[src/rtl/core/fpur_pkg.sv]
// Shared constants, types and character functions of the file path to URL rewriter.
`default_nettype none

package fpur_pkg;

    // Depth of the held prefix and the widths that follow from it.
    localparam int PREFIX_DEPTH = 16;
    localparam int ADDR_W       = $clog2(PREFIX_DEPTH);
    localparam int IDX_W        = $clog2(PREFIX_DEPTH + 2);

    // Request codes on the input channel.
    localparam logic [1:0] REQ_TEXT  = 2'd0;
    localparam logic [1:0] REQ_START = 2'd1;

    // Text modes.
    localparam logic [1:0] MODE_START = 2'd0;
    localparam logic [1:0] MODE_HOLD  = 2'd1;
    localparam logic [1:0] MODE_PASS  = 2'd2;
    localparam logic [1:0] MODE_PATH  = 2'd3;

    // Phases of the URL scheme scan.
    localparam logic [2:0] PH_NONE   = 3'd0;
    localparam logic [2:0] PH_SCHEME = 3'd1;
    localparam logic [2:0] PH_COLON  = 3'd2;
    localparam logic [2:0] PH_SLASH1 = 3'd3;
    localparam logic [2:0] PH_SLASH2 = 3'd4;
    localparam logic [2:0] PH_URL    = 3'd5;

    localparam logic [31:0] FILE_TAG     = 32'h4649_4C45;
    localparam logic [7:0]  FILE_TAG_LEN = 8'd4;

    localparam logic [7:0] CH_SLASH  = 8'h2F;
    localparam logic [7:0] CH_BSLASH = 8'h5C;
    localparam logic [7:0] CH_COLON  = 8'h3A;
    localparam logic [7:0] CH_QUEST  = 8'h3F;
    localparam logic [7:0] CH_HASH   = 8'h23;
    localparam logic [7:0] CH_LBRACK = 8'h5B;
    localparam logic [7:0] CH_RBRACK = 8'h5D;
    localparam logic [7:0] CH_AT     = 8'h40;
    localparam logic [7:0] CH_PCT    = 8'h25;

    // Last header index: "file://" and "file:///".
    localparam logic [2:0] HDR_LAST_DOUBLE = 3'd6;
    localparam logic [2:0] HDR_LAST_TRIPLE = 3'd7;

    typedef struct packed {
        logic [7:0] ch;
        logic       done;
    } enc_word_t;

    function automatic logic is_letter(input logic [7:0] b);
        return (b >= 8'h41 && b <= 8'h5A) || (b >= 8'h61 && b <= 8'h7A);
    endfunction

    function automatic logic is_escaped(input logic [7:0] b);
        return b == CH_COLON || b == CH_QUEST || b == CH_HASH ||
               b == CH_LBRACK || b == CH_RBRACK || b == CH_AT;
    endfunction

    // The two hex digits that follow the percent sign.
    function automatic logic [15:0] esc_digits(input logic [7:0] b);
        logic [15:0] d;
        case (b)
            CH_COLON:  d = {8'h33, 8'h61};
            CH_QUEST:  d = {8'h33, 8'h46};
            CH_HASH:   d = {8'h32, 8'h33};
            CH_LBRACK: d = {8'h35, 8'h42};
            CH_RBRACK: d = {8'h35, 8'h44};
            CH_AT:     d = {8'h34, 8'h30};
            default:   d = 16'h0000;
        endcase
        return d;
    endfunction

    // Characters of "file:///"; the short header stops one earlier.
    function automatic logic [7:0] header_char(input logic [2:0] idx);
        logic [7:0] c;
        case (idx)
            3'd0:    c = 8'h66;
            3'd1:    c = 8'h69;
            3'd2:    c = 8'h6C;
            3'd3:    c = 8'h65;
            3'd4:    c = CH_COLON;
            default: c = CH_SLASH;
        endcase
        return c;
    endfunction

    function automatic logic [2:0] scan_step(input logic [2:0] ph, input logic [7:0] b);
        logic [2:0] np;
        case (ph)
            PH_SCHEME:
            begin
                if (b == CH_COLON)
                    np = PH_COLON;
                else if (b == CH_SLASH || b == CH_BSLASH)
                    np = PH_NONE;
                else
                    np = PH_SCHEME;
            end
            PH_COLON, PH_SLASH1:
                np = (b == CH_SLASH) ? ph + 3'd1 : PH_NONE;
            PH_SLASH2:
                np = (b == CH_SLASH) ? PH_SLASH2 : PH_URL;
            default:
                np = PH_NONE;
        endcase
        return np;
    endfunction

endpackage

`default_nettype wire

[src/rtl/core/fpur_if.sv]
// Valid/ready channel interfaces for the input stream and the result stream.
`default_nettype none

interface fpur_stream_if;
    logic        valid;
    logic        ready;
    logic [1:0]  req_type;
    logic [7:0]  data_byte;
    logic        text_last;
    logic [31:0] tag_head;
    logic [7:0]  tag_length;

    modport source (output valid, req_type, data_byte, text_last, tag_head, tag_length,
                    input ready);
    modport sink   (input valid, req_type, data_byte, text_last, tag_head, tag_length,
                    output ready);
endinterface

interface fpur_result_if;
    logic       valid;
    logic       ready;
    logic       out_kind;
    logic [7:0] out_byte;
    logic       out_end_of_text;
    logic       out_last;
    logic       prefix_overflow;

    modport source (output valid, out_kind, out_byte, out_end_of_text, out_last,
                    prefix_overflow, input ready);
    modport sink   (input valid, out_kind, out_byte, out_end_of_text, out_last,
                    prefix_overflow, output ready);
endinterface

`default_nettype wire

[src/rtl/core/fpur_byte_encoder.sv]
// Turns one text byte into its output words: copied, slash-mapped or percent-escaped.
`default_nettype none

module fpur_byte_encoder (
    input  wire logic [7:0]      in_byte,
    input  wire logic            raw,
    input  wire logic [1:0]      sub,
    output fpur_pkg::enc_word_t  word
);
    import fpur_pkg::*;

    logic [15:0] digits;

    assign digits = esc_digits(in_byte);

    always_comb
    begin
        word.ch   = in_byte;
        word.done = 1'b1;
        if (!raw)
        begin
            if (in_byte == CH_BSLASH)
            begin
                word.ch = CH_SLASH;
            end
            else if (is_escaped(in_byte))
            begin
                case (sub)
                    2'd0:    word.ch = CH_PCT;
                    2'd1:    word.ch = digits[15:8];
                    default: word.ch = digits[7:0];
                endcase
                word.done = (sub == 2'd2);
            end
        end
    end

endmodule

`default_nettype wire

[src/rtl/core/file_path_to_url_rewriter_top.sv]
// Top level of the file path to file URL rewriter.
//
// The stream channel takes one word per text byte or structure event; the result
// channel gives text bytes and passed-on events, out_last marking the final word
// caused by one input word. Both are valid/ready; a word moves when both are high.
// An accepted event goes to the event state, which puts its result word into the
// output register once it is free. While a text in a FILE tag is undecided, its
// bytes are written to the prefix memory and give nothing until the text is known
// to be a URL or a path. Release then walks the memory: a header of 7 or 8
// characters where the path needs one, then per byte a memory read and one to
// three output words (three for a percent escape). Any other byte passes from its
// accept through the fetch state and one to three output words to the next accept.
// Input is taken only while idle, not during an event, a byte or a walk; one output
// register parts the two sides, so a stalled receiver holds the walk but not the
// next accept once the walk has finished. Reset clears the tag flag, the text mode
// and the walk; the memory keeps its contents, only read once written in the same text.
`default_nettype none

module file_path_to_url_rewriter_top (
    input  wire logic     clk,
    input  wire logic     rst_n,
    fpur_stream_if.sink   stream,
    fpur_result_if.source result
);
    import fpur_pkg::*;

    localparam logic [2:0] ST_IDLE  = 3'd0;
    localparam logic [2:0] ST_HDR   = 3'd1;
    localparam logic [2:0] ST_FETCH = 3'd2;
    localparam logic [2:0] ST_EMIT  = 3'd3;
    localparam logic [2:0] ST_EVT   = 3'd4;

    logic [7:0] mem [PREFIX_DEPTH];

    logic [2:0]       state_reg, state_next;
    logic             flag_reg, flag_next;
    logic [1:0]       mode_reg, mode_next;
    logic [IDX_W-1:0] count_reg, count_next;
    logic [2:0]       phase_reg, phase_next;
    logic [7:0]       first_reg [3];

    logic [7:0]       b_hold_reg, b_hold_next;
    logic [IDX_W-1:0] n_reg, n_next;
    logic [IDX_W-1:0] j_reg, j_next;
    logic [IDX_W-1:0] raw_end_reg, raw_end_next;
    logic [IDX_W-1:0] start_reg, start_next;
    logic [2:0]       hdr_idx_reg, hdr_idx_next;
    logic [2:0]       hdr_last_reg, hdr_last_next;
    logic             ovf_hold_reg, ovf_hold_next;
    logic             last_hold_reg, last_hold_next;
    logic [1:0]       sub_reg, sub_next;
    logic [7:0]       rdata_reg;

    logic             out_valid_reg;
    logic             out_kind_reg;
    logic [7:0]       out_byte_reg;
    logic             out_eot_reg;
    logic             out_last_reg;
    logic             out_ovf_reg;

    // Decode of an incoming text byte against the current text state.
    logic             in_fire;
    logic [1:0]       eff_mode;
    logic [2:0]       phase0;
    logic [IDX_W-1:0] cnt;
    logic [IDX_W-1:0] n_new;
    logic [2:0]       np;
    logic [7:0]       buf0, buf1, buf2;
    logic             rel_hdr;
    logic [2:0]       rel_hdr_last;
    logic [IDX_W-1:0] rel_start;
    logic [IDX_W-1:0] rel_raw;
    logic             mem_we;

    // Walk and output side.
    logic             j_is_last;
    logic [7:0]       cur_byte;
    enc_word_t        enc;
    logic             emit_valid;
    logic             emit_go;
    logic             emit_final;
    logic             emit_kind;
    logic [7:0]       emit_byte;
    logic             slot_free;

    assign stream.ready = (state_reg == ST_IDLE);
    assign in_fire      = stream.valid && stream.ready;

    assign eff_mode = (mode_reg != MODE_START) ? mode_reg :
                      (flag_reg ? MODE_HOLD : MODE_PASS);
    assign phase0   = (mode_reg != MODE_START) ? phase_reg :
                      (is_letter(stream.data_byte) ? PH_SCHEME : PH_NONE);
    assign cnt      = (mode_reg != MODE_START) ? count_reg : '0;
    assign n_new    = cnt + IDX_W'(1);
    assign np       = scan_step(phase0, stream.data_byte);

    // The held bytes start at the front of the text; the newest byte stays outside memory.
    assign buf0 = (cnt > IDX_W'(0)) ? first_reg[0] : stream.data_byte;
    assign buf1 = (cnt > IDX_W'(1)) ? first_reg[1] : stream.data_byte;
    assign buf2 = (cnt > IDX_W'(2)) ? first_reg[2] : stream.data_byte;

    always_comb
    begin
        rel_hdr      = 1'b0;
        rel_hdr_last = HDR_LAST_DOUBLE;
        rel_start    = '0;
        rel_raw      = '0;
        if (buf0 == CH_SLASH)
        begin
            rel_hdr = 1'b1;
        end
        else if (buf0 == CH_BSLASH)
        begin
            rel_hdr = 1'b1;
            // A UNC prefix drops its two backslashes unless a third one follows.
            if (n_new > IDX_W'(1) && buf1 == CH_BSLASH &&
                !(n_new > IDX_W'(2) && buf2 == CH_BSLASH))
                rel_start = IDX_W'(2);
        end
        else if (is_letter(buf0) && n_new > IDX_W'(2) && buf1 == CH_COLON &&
                 buf2 == CH_BSLASH)
        begin
            rel_hdr      = 1'b1;
            rel_hdr_last = HDR_LAST_TRIPLE;
            rel_raw      = IDX_W'(2);
        end
    end

    assign j_is_last = (j_reg == n_reg - IDX_W'(1));
    assign cur_byte  = j_is_last ? b_hold_reg : rdata_reg;

    fpur_byte_encoder u_encoder (
        .in_byte (cur_byte),
        .raw     (j_reg < raw_end_reg),
        .sub     (sub_reg),
        .word    (enc)
    );

    assign slot_free  = !out_valid_reg || result.ready;
    assign emit_valid = (state_reg == ST_HDR) || (state_reg == ST_EMIT) ||
                        (state_reg == ST_EVT);
    assign emit_go    = emit_valid && slot_free;

    always_comb
    begin
        emit_kind  = 1'b0;
        emit_byte  = enc.ch;
        emit_final = enc.done && j_is_last;
        case (state_reg)
            ST_HDR:
            begin
                emit_byte  = header_char(hdr_idx_reg);
                emit_final = (hdr_idx_reg == hdr_last_reg) && (start_reg == n_reg);
            end
            ST_EVT:
            begin
                emit_kind  = 1'b1;
                emit_byte  = 8'h00;
                emit_final = 1'b1;
            end
            default:
            begin
            end
        endcase
    end

    always_comb
    begin
        state_next     = state_reg;
        flag_next      = flag_reg;
        mode_next      = mode_reg;
        count_next     = count_reg;
        phase_next     = phase_reg;
        b_hold_next    = b_hold_reg;
        n_next         = n_reg;
        j_next         = j_reg;
        raw_end_next   = raw_end_reg;
        start_next     = start_reg;
        hdr_idx_next   = hdr_idx_reg;
        hdr_last_next  = hdr_last_reg;
        ovf_hold_next  = ovf_hold_reg;
        last_hold_next = last_hold_reg;
        sub_next       = sub_reg;
        mem_we         = 1'b0;

        case (state_reg)
            ST_IDLE:
            begin
                if (in_fire)
                begin
                    if (stream.req_type != REQ_TEXT)
                    begin
                        if (stream.req_type == REQ_START)
                            flag_next = (stream.tag_length == FILE_TAG_LEN) &&
                                        (stream.tag_head == FILE_TAG);
                        state_next = ST_EVT;
                    end
                    else
                    begin
                        b_hold_next    = stream.data_byte;
                        last_hold_next = stream.text_last;
                        hdr_idx_next   = 3'd0;
                        sub_next       = 2'd0;
                        mode_next      = eff_mode;
                        case (eff_mode)
                            MODE_HOLD:
                            begin
                                n_next = n_new;
                                if (np == PH_URL)
                                begin
                                    j_next        = '0;
                                    raw_end_next  = n_new;
                                    start_next    = '0;
                                    ovf_hold_next = 1'b0;
                                    mode_next     = MODE_PASS;
                                    state_next    = ST_FETCH;
                                end
                                else if ((np == PH_NONE && n_new >= IDX_W'(3)) ||
                                         stream.text_last || cnt >= IDX_W'(PREFIX_DEPTH))
                                begin
                                    ovf_hold_next = !((np == PH_NONE && n_new >= IDX_W'(3)) ||
                                                      stream.text_last);
                                    phase_next    = ovf_hold_next ? PH_SCHEME : PH_NONE;
                                    j_next        = rel_start;
                                    raw_end_next  = rel_raw;
                                    start_next    = rel_start;
                                    hdr_last_next = rel_hdr_last;
                                    mode_next     = MODE_PATH;
                                    state_next    = rel_hdr ? ST_HDR : ST_FETCH;
                                end
                                else
                                begin
                                    mem_we     = 1'b1;
                                    count_next = n_new;
                                    phase_next = np;
                                end
                            end
                            MODE_PASS:
                            begin
                                n_next        = IDX_W'(1);
                                j_next        = '0;
                                raw_end_next  = IDX_W'(1);
                                ovf_hold_next = 1'b0;
                                state_next    = ST_FETCH;
                            end
                            default:
                            begin
                                n_next        = IDX_W'(1);
                                j_next        = '0;
                                raw_end_next  = '0;
                                ovf_hold_next = phase_reg[0];
                                state_next    = ST_FETCH;
                            end
                        endcase
                        if (stream.text_last)
                        begin
                            mode_next  = MODE_START;
                            count_next = '0;
                            phase_next = PH_NONE;
                        end
                    end
                end
            end
            ST_HDR:
            begin
                if (emit_go)
                begin
                    if (hdr_idx_reg == hdr_last_reg)
                        state_next = (start_reg == n_reg) ? ST_IDLE : ST_FETCH;
                    else
                        hdr_idx_next = hdr_idx_reg + 3'd1;
                end
            end
            ST_FETCH:
            begin
                sub_next   = 2'd0;
                state_next = ST_EMIT;
            end
            ST_EMIT:
            begin
                if (emit_go)
                begin
                    if (enc.done)
                    begin
                        sub_next = 2'd0;
                        if (j_is_last)
                        begin
                            state_next = ST_IDLE;
                        end
                        else
                        begin
                            j_next     = j_reg + IDX_W'(1);
                            state_next = ST_FETCH;
                        end
                    end
                    else
                    begin
                        sub_next = sub_reg + 2'd1;
                    end
                end
            end
            ST_EVT:
            begin
                if (emit_go)
                    state_next = ST_IDLE;
            end
            default:
            begin
                state_next = ST_IDLE;
            end
        endcase
    end

    always_ff @(posedge clk or negedge rst_n)
    begin
        if (!rst_n)
        begin
            state_reg     <= ST_IDLE;
            flag_reg      <= 1'b0;
            mode_reg      <= MODE_START;
            count_reg     <= '0;
            phase_reg     <= PH_NONE;
            out_valid_reg <= 1'b0;
        end
        else
        begin
            state_reg <= state_next;
            flag_reg  <= flag_next;
            mode_reg  <= mode_next;
            count_reg <= count_next;
            phase_reg <= phase_next;
            if (emit_go)
                out_valid_reg <= 1'b1;
            else if (result.ready)
                out_valid_reg <= 1'b0;
        end
    end

    // Payload and walk registers need no reset.
    always_ff @(posedge clk)
    begin
        b_hold_reg    <= b_hold_next;
        n_reg         <= n_next;
        j_reg         <= j_next;
        raw_end_reg   <= raw_end_next;
        start_reg     <= start_next;
        hdr_idx_reg   <= hdr_idx_next;
        hdr_last_reg  <= hdr_last_next;
        ovf_hold_reg  <= ovf_hold_next;
        last_hold_reg <= last_hold_next;
        sub_reg       <= sub_next;
        if (mem_we && cnt < IDX_W'(3))
            first_reg[cnt[1:0]] <= stream.data_byte;
        if (emit_go)
        begin
            out_kind_reg <= emit_kind;
            out_byte_reg <= emit_byte;
            out_last_reg <= emit_final;
            out_eot_reg  <= emit_final && !emit_kind && last_hold_reg;
            out_ovf_reg  <= !emit_kind && ovf_hold_reg;
        end
    end

    // Writes happen only on accept and reads only during a walk, so the two
    // never meet on the same entry in one cycle.
    always_ff @(posedge clk)
    begin
        if (mem_we)
            mem[cnt[ADDR_W-1:0]] <= stream.data_byte;
        if (state_reg == ST_FETCH && !j_is_last)
            rdata_reg <= mem[j_reg[ADDR_W-1:0]];
    end

    assign result.valid           = out_valid_reg;
    assign result.out_kind        = out_kind_reg;
    assign result.out_byte        = out_byte_reg;
    assign result.out_end_of_text = out_eot_reg;
    assign result.out_last        = out_last_reg;
    assign result.prefix_overflow = out_ovf_reg;

`ifndef SYNTH
    a_count_bound: assert property (@(posedge clk) disable iff (!rst_n)
        count_reg <= IDX_W'(PREFIX_DEPTH))
        else $error("prefix count beyond store depth");

    a_walk_index: assert property (@(posedge clk) disable iff (!rst_n)
        (state_reg == ST_FETCH || state_reg == ST_EMIT) |-> (j_reg < n_reg))
        else $error("walk index past the held text");

    a_event_next: assert property (@(posedge clk) disable iff (!rst_n)
        (in_fire && stream.req_type != REQ_TEXT) |=> (state_reg == ST_EVT))
        else $error("accepted event did not move to its result");
`endif

endmodule

`default_nettype wire

[src/flat_wrapper.sv]
// flat-port wrapper written by rule: the top's interface ports become plain ports
module file_path_to_url_rewriter_top_flat import fpur_pkg::*;
  (clk, rst_n, stream_valid, stream_req_type, stream_data_byte, stream_text_last, stream_tag_head, stream_tag_length, stream_ready, result_valid, result_out_kind, result_out_byte, result_out_end_of_text, result_out_last, result_prefix_overflow, result_ready);
  fpur_stream_if stream_i ();
  fpur_result_if result_i ();
  input  wire logic clk;
  input  wire logic rst_n;
  input wire logic [$bits(stream_i.valid)-1:0] stream_valid;
  input wire logic [$bits(stream_i.req_type)-1:0] stream_req_type;
  input wire logic [$bits(stream_i.data_byte)-1:0] stream_data_byte;
  input wire logic [$bits(stream_i.text_last)-1:0] stream_text_last;
  input wire logic [$bits(stream_i.tag_head)-1:0] stream_tag_head;
  input wire logic [$bits(stream_i.tag_length)-1:0] stream_tag_length;
  output wire logic [$bits(stream_i.ready)-1:0] stream_ready;
  output wire logic [$bits(result_i.valid)-1:0] result_valid;
  output wire logic [$bits(result_i.out_kind)-1:0] result_out_kind;
  output wire logic [$bits(result_i.out_byte)-1:0] result_out_byte;
  output wire logic [$bits(result_i.out_end_of_text)-1:0] result_out_end_of_text;
  output wire logic [$bits(result_i.out_last)-1:0] result_out_last;
  output wire logic [$bits(result_i.prefix_overflow)-1:0] result_prefix_overflow;
  input wire logic [$bits(result_i.ready)-1:0] result_ready;
  assign stream_i.valid = stream_valid;
  assign stream_i.req_type = stream_req_type;
  assign stream_i.data_byte = stream_data_byte;
  assign stream_i.text_last = stream_text_last;
  assign stream_i.tag_head = stream_tag_head;
  assign stream_i.tag_length = stream_tag_length;
  assign stream_ready = stream_i.ready;
  assign result_valid = result_i.valid;
  assign result_out_kind = result_i.out_kind;
  assign result_out_byte = result_i.out_byte;
  assign result_out_end_of_text = result_i.out_end_of_text;
  assign result_out_last = result_i.out_last;
  assign result_prefix_overflow = result_i.prefix_overflow;
  assign result_i.ready = result_ready;
  file_path_to_url_rewriter_top u_core (.clk(clk), .rst_n(rst_n), .stream(stream_i), .result(result_i));
endmodule
[config.mk]
export PLATFORM = sky130hd
export DESIGN_NAME = file_path_to_url_rewriter_top_flat
export DESIGN_NICKNAME = d
export VERILOG_FILES = /design/src/rtl/core/fpur_pkg.sv /design/src/rtl/core/fpur_if.sv /design/src/rtl/core/fpur_byte_encoder.sv /design/src/rtl/core/file_path_to_url_rewriter_top.sv /design/src/flat_wrapper.sv
export SDC_FILE = /design/constraint.sdc
export NUM_CORES = 1
export LEC_CHECK = 0
export BUFFER_PORTS_ARGS = -buffer_cell sky130_fd_sc_hd__buf_2
export CAP_MARGIN = 20
export CORE_MARGIN = 2
export CORE_UTILIZATION = 46
export CTS_CLUSTER_SIZE = 16
export DETAILED_ROUTE_END_ITERATION = 10
export MAX_ROUTING_LAYER = met4
export PLACE_DENSITY = 0.67
export RECOVER_POWER = 25
export SYNTH_ARGS = -nofsm -noshare
export SYNTH_HDL_FRONTEND = slang
export SYNTH_HIERARCHICAL = 1
export SYNTH_SLANG_ARGS = --single-unit
[constraint.sdc]
create_clock -name clk -period 7.9 [get_ports clk]
set_input_delay 0.395 -clock clk [delete_from_list [all_inputs] [get_ports clk]]
set_output_delay 0.395 -clock clk [all_outputs]
set_load 0.01 [all_outputs]
==> qor.csv <==
stage;metric;value;unit
logic_synthesis;count leader, synth;edfxtp_1;
detailed_routing;WL final;23820;um
die;Row Count;55;
min_path;class of the worst hold path;input pin to flop;
sta;Highest Clock Rate;196.0;MHz
finish;Fillers;1788;
cts;worst-skew pair later-pin latency;0.51;ns
logic_synthesis;Post-synth EDFFs;204;
place;Post-DP HPWL;16270;um
sta;crit path time final;5.101;ns
critical_path;delay-heaviest family, CP;simple AND/OR/NAND/NOR gates;
critical_path;crit path launch;stream_data_byte[7];
cts;Root Driver;clkbuf_16;
logic_synthesis;register bit total from synthesis;219;
critical_path;WP depth;16;
cts;Inserted Clock Buffers;22;
cts;Hold-fix buffers, CTS;1;
sta;clk_skew;0.006675;ns
logic_synthesis;Cells after Synth;723;
sta;slew at the pin closest to its max-slew limit;1.369;ns
run_status;outcome;completed;
logic_synthesis;Synth async-reset ratio;0.06849;
detailed_routing;WL/cell;21.83;um
critical_path;Crit path arrival time;5.26;ns
min_path;Hold Startpoint;stream_req_type[1];
die;Starting Density;0.4655;
detailed_routing;drt via density;6.045;
critical_path;WP buf/inv;1;
logic_synthesis;Post-Syn Nets;802;
logic_synthesis;Netlist cell types;85;
global_route;pin count of the biggest net entering global routing;38;
cts;clk sink count;219;
global_route;first-pass GRT wire length;36820;um
finish;layout cells sized above 1;0.2072;
global_route;vias in the first global route;6399;
finish;diode count;0;
logic_synthesis;Area contributors post-synth;edfxtp_1, mux4_2, dfrtp_1;
detailed_routing;TritonRoute pass-1 iters;5;
detailed_routing;via count;6595;
critical_path;Worst R2R Path Depth;17;
detailed_routing;Final ANT Viol Nets;0;
global_route;initial antenna violation count;0;
finish;FF/Latch Area;6501;um2
sta;fin crit share;0.6457;
finish;area occupied by multi-input gates;3711;um2
detailed_routing;DRC Markers;0;
critical_path;slowest CP cell;nor4_4;
cts;post-CTS setup buffers;0;
pwr;pwr/cell area;276.3;nW/um2
cts;htree depth;1;
critical_path;critical path peak fanout;25;
logic_synthesis;syn avg cell area;14.49;um2
cts;CTS max path bufs;3;
logic_synthesis;mapped cell area;10480;um2
sta;setup_tns;0;ns
sta;Final setup viols;0;
finish;Nets;871;
min_path;hold path cells;3;
logic_synthesis;top post-synthesis cells by count;edfxtp_1, mux4_2, nor2_1, inv_1, nand2_1;
detailed_routing;drt first-iter violations;609;
critical_path;Req. time, crit path;8.06;ns
logic_synthesis;Synth area leader;edfxtp_1;
critical_path;Worst Setup Start Kind;input pin;
die;Die X;154.9;um
critical_path;crit path kind;input pin to flop;
critical_path;CP cell instances;clkbuf_1 > nor2_1 > nand2_1 > a21oi_1 > o21ai_0 > o21ai_0 > nor3b_1 > or2_2 > ha_1 > ha_1 > a21oi_1 > o32ai_2 > o211ai_4 > nand2_4 > nor4_4 > and3_1;
finish;Largest register FFs;128;
sta;final hold violations;0;
critical_path;r2r startpoint;u_core/n_reg[0];
place;# port buffers;68;
sta;hold slack final;0.2620;ns
logic_synthesis;YS warnings;6;
die;die area;24000;um2
pwr;VDD IR-drop max;0.1911;mV
cts;CTS clk-pin slew, worst paths;0.06;ns
cts;TritonCTS clock tree;yes;
flow_run;Max-cap violations;0;
logic_synthesis;most common flop cell mapped by yosys;edfxtp_1;
die;Core Box Area;22500;um2
logic_synthesis;sequential-to-total area share from yosys stat;0.6206;
pwr;Static Leak;4.134;nW
sta;Relative slew margins;0.08765;
place;RePlAce Congestion;0.9070;
critical_path;CP max stage delay;0.94;ns
die;io pins;69;
logic_synthesis;share of the synthesized area in the top cell type;0.5848;
sta;unrepaired setup endpoints after global routing;false;
finish;area delta synth->final;11.97;%
critical_path;CP Capture Type;flop;
global_route;global-route congestion overflow total;0;
global_route;All-Layer GR Usage;0.2041;
die;die height;154.9;um
cts;Resized Gates After CTS;0;
sta;Final Slew Violations;0;
kinds of logic (layout without fill, tap and decap cells):
| logic type | count (synthesis) | in the layout | synth area share |
|---|---|---|---|
| AOI/OAI and AO/OA | 127 | 127 | 0.08481 |
| xor gates and xnor gates | 14 | 14 | 0.01170 |
| adders and majority gates | 24 | 24 | 0.02867 |
| buffers and inverters | 61 | 144 | 0.02592 |
| DFF | 219 | 219 | 0.6206 |
| muxes | 53 | 53 | 0.09962 |
| and+or+nand+nor | 225 | 225 | 0.1286 |
per-stage QoR:
step / worst slack, ns / utilization / cell area (um2) / instances / power [W]
2_1_floorplan: 3.821 / - / 10480 / 723 / 0.002069
3_3_place_gp: 3.027 / 0.4911 / 11050 / 1051 / 0.002287
3_5_place_dp: 2.980 / 0.4911 / 11050 / 1051 / 0.002296
4_1_cts: 3.007 / 0.5214 / 11730 / 1090 / 0.003257
5_1_grt: 2.490 / 0.5212 / 11730 / 1091 / 0.003397
6_report: 2.799 / 0.5212 / 11730 / 1091 / 0.003240
layer usage:
layer | GRT usage | share of wire | vias to the layer above
li1 | - | - | 2998
met5 | - | 0 | -
met4 | 0.03571 | 0.013 | 0
met2 | 0.3221 | 0.48 | 222
met3 | 0.02646 | 0.066 | 33
met1 | 0.2919 | 0.44 | 3342
where the power goes:
group          leakage [nW]  switching (W)  internal, W  total (W)
Clock                 0.321       0.000418     0.000545   0.000963
Combinational          1.77       0.000458     0.000352   0.000810
Sequential             2.05      0.0000770      0.00139    0.00147
Total                  4.13       0.000953      0.00229    0.00324
cells in the final DEF, fill, tap and decap left out, types with 18 or more instances in the layout:
| cell type | netlist | layout |
|---|---|---|
| nor2_1 | 38 | 38 |
| mux4_2 | 40 | 40 |
| a21oi_1 | 25 | 25 |
| nor3_1 | 18 | 18 |
| ha_1 | 24 | 24 |
| clkbuf_16 | 0 | 22 |
| edfxtp_1 | 204 | 204 |
| buf_2 | 6 | 59 |
| inv_1 | 34 | 34 |
| and3_1 | 26 | 26 |
| nand2_1 | 33 | 33 |
| o21ai_0 | 29 | 29 |
cell type report:
type                    instances  share of cell area
well taps                     285             0.03040
multi-input cells             443              0.3164
inverters                      34             0.01088
flip-flops and latches        219              0.5543
clock buffers                  24             0.04758
clock inverters                14            0.009601
repair buffers                 72             0.03083
worst paths after layout:
kind | slack [ns] | endpoint
worst min register to register | 0.50 | u_core/phase_reg[1]
max in group asynchronous | 7.27 | u_core/count_reg[1]
worst max-delay path | 2.80 | u_core/mem[0][6]
worst max register to register | 2.99 | u_core/state_reg[0]
min in group asynchronous | 0.35 | u_core/result.valid
worst min-delay path | 0.26 | u_core/state_reg[2]
worst register-to-register path, stage by stage (launching register included):
cell       delay, ns
edfxtp_1        0.41
inv_1           0.07
ha_1            0.24
nand2b_1        0.17
a21oi_1         0.15
a311oi_1        0.07
o2111ai_1       0.92
mux2_2          0.48
nand4bb_2       0.31
a21oi_1         0.25
o21ai_2         0.13
a21oi_2         0.26
o21ai_0         0.26
o21ai_0         0.29
a21oi_1         0.10
o211ai_1        0.20
o21ba_2         0.20
mux2_1          0.30
No activity file was read; power rests on OpenSTA's default activity.
